File: config.mk
export PLATFORM = sky130hd
export DESIGN_NAME = sar_ctrl
export DESIGN_NICKNAME = d
export VERILOG_FILES = /design/src/design/sar_pkg.sv /design/src/design/sar_ctrl.sv
export SDC_FILE = /design/constraint.sdc
export NUM_CORES = 1
export LEC_CHECK = 0
export BUFFER_PORTS_ARGS = -buffer_cell sky130_fd_sc_hd__buf_2
export CORE_UTILIZATION = 37
export CTS_BUF_LIST = sky130_fd_sc_hd__clkbuf_8
export CTS_CLUSTER_SIZE = 16
export DETAILED_ROUTE_END_ITERATION = 12
export GPL_TIMING_DRIVEN = 0
export PLACE_DENSITY_LB_ADDON = 0.12
export SETUP_SLACK_MARGIN = 0.4
export SLEW_MARGIN = 20
export SYNTH_ARGS = -nofsm -noshare
export SYNTH_HDL_FRONTEND = slang
export SYNTH_SLANG_ARGS = --single-unit
File: constraint.sdc
create_clock -name clk_i -period 1.4 [get_ports clk_i]
set_clock_uncertainty 0.05 [all_clocks]
set_input_delay 0.14 -clock clk_i [delete_from_list [all_inputs] [get_ports clk_i]]
set_output_delay 0.14 -clock clk_i [all_outputs]
set_load 0.02 [all_outputs]
File: src/design/sar_pkg.sv
// Package for the summed-area table rectangle-mean block.
// Holds the shared codes, the controller states and the command and status structs.
// No dependencies.
package sar_pkg;

  localparam int unsigned DEF_MAX_COLS   = 1024;
  localparam int unsigned DEF_MAX_ROWS   = 256;
  localparam int unsigned DEF_NUM_IMAGES = 3;

  localparam int unsigned DIV_NW = 40;
  localparam int unsigned DIV_DW = 20;

  typedef enum logic [1:0] {
    CMD_START = 2'd0,
    CMD_LOAD  = 2'd1,
    CMD_QUERY = 2'd2,
    CMD_NONE  = 2'd3
  } cmd_e;

  typedef enum logic [1:0] {
    STS_OK    = 2'd0,
    STS_RANGE = 2'd1,
    STS_ZERO  = 2'd2
  } status_e;

  typedef enum logic [1:0] {
    CFG_COLS  = 2'd0,
    CFG_SHIFT = 2'd1,
    CFG_SCALE = 2'd2
  } cfg_idx_e;

  typedef enum logic [1:0] {
    ACC_NONE,
    ACC_LOAD,
    ACC_ADD,
    ACC_SUB
  } acc_op_e;

  typedef enum logic [3:0] {
    FSM_IDLE,
    FSM_DISP,
    FSM_LD_PRE,
    FSM_LD_ROW,
    FSM_LD_COL,
    FSM_LD_CELL,
    FSM_Q_R0,
    FSM_Q_R1,
    FSM_Q_R2,
    FSM_Q_R3,
    FSM_Q_SUM,
    FSM_Q_ZCHK,
    FSM_Q_DIV,
    FSM_OUT
  } fsm_e;

  typedef struct packed {
    logic      take;
    logic      start;
    logic      ld_pre;
    logic      ld_row;
    logic      ld_col;
    logic      ld_cell;
    logic      q_area;
    logic      rd_en;
    logic [1:0] rd_sel;
    acc_op_e   acc_op;
    logic      div_start;
    logic      out_load;
    status_e   out_status;
  } dp_cmd_t;

  typedef struct packed {
    cmd_e cmd;
    logic img_ok;
    logic drop;
    logic q_bad;
    logic area_zero;
    logic div_done;
    logic out_busy;
  } dp_sts_t;

endpackage

File: src/design/sar_ctrl.sv
// Controller state machine sequencing start, load and query items.
// Drives the sar_dp command struct and reads its status struct from sar_pkg.
module sar_ctrl (
  input  logic              clk_i,
  input  logic              rst_ni,
  input  logic              in_valid_i,
  output logic              in_ready_o,
  input  sar_pkg::dp_sts_t  sts_i,
  output sar_pkg::dp_cmd_t  cmd_o
);

  sar_pkg::fsm_e    state_q, state_d;
  sar_pkg::status_e ost_q, ost_d;

  always_ff @(posedge clk_i or negedge rst_ni) begin
    if (!rst_ni) begin
      state_q <= sar_pkg::FSM_IDLE;
      ost_q   <= sar_pkg::STS_OK;
    end else begin
      state_q <= state_d;
      ost_q   <= ost_d;
    end
  end

  always_comb begin
    state_d    = state_q;
    ost_d      = ost_q;
    cmd_o      = '0;
    cmd_o.acc_op     = sar_pkg::ACC_NONE;
    cmd_o.out_status = ost_q;
    in_ready_o = 1'b0;
    unique case (state_q)
      sar_pkg::FSM_IDLE: begin
        in_ready_o = 1'b1;
        cmd_o.take = in_valid_i;
        if (in_valid_i) state_d = sar_pkg::FSM_DISP;
      end
      sar_pkg::FSM_DISP: begin
        state_d = sar_pkg::FSM_IDLE;
        unique case (sts_i.cmd)
          sar_pkg::CMD_START: cmd_o.start = sts_i.img_ok;
          sar_pkg::CMD_LOAD: begin
            if (sts_i.img_ok) state_d = sar_pkg::FSM_LD_PRE;
          end
          sar_pkg::CMD_QUERY: begin
            if (sts_i.q_bad) begin
              ost_d   = sar_pkg::STS_RANGE;
              state_d = sar_pkg::FSM_OUT;
            end else begin
              state_d = sar_pkg::FSM_Q_R0;
            end
          end
          default: ;
        endcase
      end
      sar_pkg::FSM_LD_PRE: begin
        cmd_o.ld_pre = 1'b1;
        state_d      = sar_pkg::FSM_LD_ROW;
      end
      sar_pkg::FSM_LD_ROW: begin
        if (sts_i.drop) begin
          state_d = sar_pkg::FSM_IDLE;
        end else begin
          cmd_o.ld_row = 1'b1;
          state_d      = sar_pkg::FSM_LD_COL;
        end
      end
      sar_pkg::FSM_LD_COL: begin
        cmd_o.ld_col = 1'b1;
        state_d      = sar_pkg::FSM_LD_CELL;
      end
      sar_pkg::FSM_LD_CELL: begin
        cmd_o.ld_cell = 1'b1;
        state_d       = sar_pkg::FSM_IDLE;
      end
      sar_pkg::FSM_Q_R0: begin
        cmd_o.rd_en  = 1'b1;
        cmd_o.rd_sel = 2'd0;
        cmd_o.q_area = 1'b1;
        state_d      = sar_pkg::FSM_Q_R1;
      end
      sar_pkg::FSM_Q_R1: begin
        cmd_o.rd_en  = 1'b1;
        cmd_o.rd_sel = 2'd1;
        cmd_o.acc_op = sar_pkg::ACC_LOAD;
        state_d      = sar_pkg::FSM_Q_R2;
      end
      sar_pkg::FSM_Q_R2: begin
        cmd_o.rd_en  = 1'b1;
        cmd_o.rd_sel = 2'd2;
        cmd_o.acc_op = sar_pkg::ACC_ADD;
        state_d      = sar_pkg::FSM_Q_R3;
      end
      sar_pkg::FSM_Q_R3: begin
        cmd_o.rd_en  = 1'b1;
        cmd_o.rd_sel = 2'd3;
        cmd_o.acc_op = sar_pkg::ACC_SUB;
        state_d      = sar_pkg::FSM_Q_SUM;
      end
      sar_pkg::FSM_Q_SUM: begin
        cmd_o.acc_op = sar_pkg::ACC_SUB;
        state_d      = sar_pkg::FSM_Q_ZCHK;
      end
      sar_pkg::FSM_Q_ZCHK: begin
        if (sts_i.area_zero) begin
          ost_d   = sar_pkg::STS_ZERO;
          state_d = sar_pkg::FSM_OUT;
        end else begin
          cmd_o.div_start = 1'b1;
          state_d         = sar_pkg::FSM_Q_DIV;
        end
      end
      sar_pkg::FSM_Q_DIV: begin
        if (sts_i.div_done) begin
          ost_d   = sar_pkg::STS_OK;
          state_d = sar_pkg::FSM_OUT;
        end
      end
      sar_pkg::FSM_OUT: begin
        if (!sts_i.out_busy) begin
          cmd_o.out_load = 1'b1;
          state_d        = sar_pkg::FSM_IDLE;
        end
      end
      default: state_d = sar_pkg::FSM_IDLE;
    endcase
  end

endmodule

==> summary.md <==
| Metric | Value |
|---|---|
| Final WS setup | `-256 ps` |
| Failing checks | `setup timing` |
| Hold Path Class | `in -> reg` |
| Cell taking the most area after synthesis | `dfrtp_1` |
| Vias | `904` |
| Initial Utilization | `39.2%` |
| Post-DP HPWL | `1250 microns` |
| Leakage power | `0.661 nW` |
| Rel. slew slack | `84.2%` |
| Reg clk slew, reported paths | `40 ps` |
| Core area | `1510 sq um` |
| Syn_nets | `96` |
| CP peak stage delay | `420 ps` |
| Hold Slack | `200 ps` |
| First-pass GRT wire length | `3590 microns` |
| Slowest cell on the critical path | `dfrtp_1` |
| Clk_lat worst skew | `230 ps` |
| Overall die area | `1760 sq um` |
| # setup viols final | `19` |
| Commonest non-fill, non-tap cells in the layout | `buf_6, buf_4, buf_2, nand2_1, nor3_4` |
| # nets final | `153` |
| Critical path class | `reg -> out` |
| Die Y | `42.0 microns` |
| Critical path cell sequence | `or2_1 -> buf_8 -> nor3_4 -> and2_4 -> buf_6` |
| Max-cap violations | `0` |
| Total wire length | `2860 microns` |
| R2R depth | `6` |
| RR Startpoint | `state_q[2]$_DFFE_PN0P_` |
| Syn Std Cell Area | `591 sq um` |
| Final slew viol count | `0` |
| GRT Resource Usage Total | `27.6%` |
| H-tree levels | `1` |
| 1st-iter DRT viols | `31` |
| Synth unique cells | `28` |
| Placed Instances | `124` |
| Syn avg cell area | `7.29 sq um` |
| Min-Delay Endpoint | `ost_q[1]$_DFFE_PN0P_` |
| Largest cells by area after synthesis | `dfrtp_1, ha_1, nand2_1, nor3_1, nand2b_1` |
| VDD IR-drop max | `1.96 mV` |
| Reg-to-reg slack, setup | `-210 ps` |
| Peak Freq | `604 MHz` |
| Post-layout min period | `1660 ps` |
| Reg-to-Reg End | `ost_q[1]$_DFFE_PN0P_` |
| Worst Tran Pin Value | `235 ps` |
| Yosys top cell area share | `25.4%` |
| GPL Wtd Cong | `0.827` |
| P&R area growth vs syn | `138%` |
| Die W | `42.0 microns` |
| RSZ-0062 raised after global routing | `true` |
| Clock buffer count from CTS | `3` |
| Remaining DRCs | `0` |
| CTS max path bufs | `2` |
| Seq/Total Area, Yosys | `25.4%` |
| FP Rows | `14` |
| Share of post-route cells with drive strength above 1 | `68.6%` |
| CP bufs+invs | `2` |
| Synth Instances | `81` |
| Routed vias/inst | `5.91` |
| Hold_sp | `sts_i[2]` |
| Diode count | `0` |
| CP Max Fanout | `5` |
| Clock sinks | `6` |
| 1st-pass router iterations | `5` |
| #FFs+latches synth | `6` |
| Arrival @ worst endpoint | `1470 ps` |
| WHS Path Cells | `2` |
| Vias in the first global route | `813` |
| Gr ovfl total | `0` |
| Number of I/O pins | `28` |
| Number of hold violations in the final report | `0` |
| Final non-filler cell total | `153` |
| Worst Setup Start Kind | `flop` |
| CTS tree | `done` |
| Clock root buffer | `clkbuf_8` |
| Pwr dens | `2290 nW/um^2` |
| Initial antenna violation count | `0` |
| Largest net degree at the start of global routing | `11` |
| Status | `finished with violations` |
| Element type at the critical path end | `output port` |
| IO Port Bufs | `27` |
| Crit path depth | `5` |
| CP delay by family, top | `simple AND/OR/NAND/NOR gates` |
| Worst Path Required | `1210 ps` |
| Commonest non-fill, non-tap cell in the layout | `buf_6` |
| ANT nets after route | `0` |
| Routed wire per std cell | `18.7 microns` |
| Number of warning messages in the yosys log | `0` |
| Tcrit/Tclk final | `118%` |
through the flow:
| step | total power, W | instance area, sq um | TNS [ps] | worst slack, ps | util, % |
|---|---|---|---|---|---|
| 2_1_floorplan | 0.00145 | 742 | -194 | -52.7 | - |
| 3_3_place_gp | 0.00176 | 897 | -760 | -162 | 59.6 |
| 3_5_place_dp | 0.00176 | 897 | -789 | -176 | 59.6 |
| 4_1_cts | 0.00270 | 1240 | -1700 | -205 | 82.1 |
| 5_1_grt | 0.00334 | 1410 | -3550 | -295 | 93.4 |
| 6_report | 0.00322 | 1410 | -2840 | -256 | 93.4 |
worst reg2reg max path: stages (launching register included):
cell and delay (ps):
dfrtp_1 420, or2_1 260, buf_8 150, buf_6 120
nor3_4 180, o32ai_2 140, a22o_1 190
flip-flops by register name (all words and copies together) (netlist names):
register,count
ost_q,2
state_q,4
cell type report:
class | count | area, sq um
multi-input cells | 64 | 624
repair buffers | 52 | 459
flip-flops and latches | 6 | 151
fillers | 49 | 100
plain buffers | 6 | 80.1
clock buffers | 3 | 41.3
inverters | 5 | 26.3
well taps | 16 | 20.0
clock inverters | 1 | 3.75
metal layers:
layer	routed length [microns]	GRT usage (%)	up-vias
li1	-	-	399
met1	1050	32.2	424
met2	1440	45.0	59
met3	212	10.0	22
met4	159	12.3	0
met5	0	0	-
timing repair:
action	in CTS	in global routing
gates resized for setup	49	23
buffers inserted	15	9
hold buffers	1	0
pin swaps	17	10
setup endpoints to repair	21	21
endpoints found under the hold margin	6	0
kinds of logic (layout without fill, tap and decap cells):
| family | Yosys count | in the layout | share of synthesized area (%) |
|---|---|---|---|
| flip-flops | 6 | 6 | 25.4 |
| adder cells (fa/ha/maj) | 4 | 4 | 8.47 |
| AO/OA/AOI/OAI | 21 | 21 | 25.2 |
| AND/OR/NAND/NOR | 39 | 39 | 33.3 |
| buffers and inverters | 11 | 67 | 7.63 |
synth_stat cells:
library cell and number:
a21o_1 1, a21oi_1 6, a22o_1 2, a311o_1 1, a32oi_1 1, and2_1 2
buf_1 2, buf_2 3, clkbuf_1 1, dfrtp_1 6, ha_1 4, inv_1 5
nand2_1 12, nand2b_1 5, nand3_1 2, nand3b_1 1, nor2_1 6, nor3_1 7
nor3_2 1, o21ai_0 3, o21bai_1 1, o22ai_1 2, o31a_1 1, o31ai_1 2
o32ai_2 1, or2_1 1, or3_1 1, or4b_1 1
how the worst max path moves through the flow:
stage,startpoint,slack [ps],end
floorplan,state_q[2]$_DFFE_PN0P_,-50,cmd_o[15]
global placement,state_q[1]$_DFFE_PN0P_,-160,cmd_o[4]
detailed placement,state_q[1]$_DFFE_PN0P_,-180,cmd_o[4]
CTS,state_q[2]$_DFFE_PN0P_,-200,cmd_o[15]
global route,state_q[2]$_DFFE_PN0P_,-300,cmd_o[15]
finish,state_q[2]$_DFFE_PN0P_,-260,cmd_o[15]
where the power goes:
group / total, W / internal (W) / switching, W
sequential: 0.000325 / 0.000257 / 0.0000684
combinational: 0.00262 / 0.00127 / 0.00135
clock: 0.000268 / 0.000189 / 0.0000794
Power figures use the tool's default switching activity.
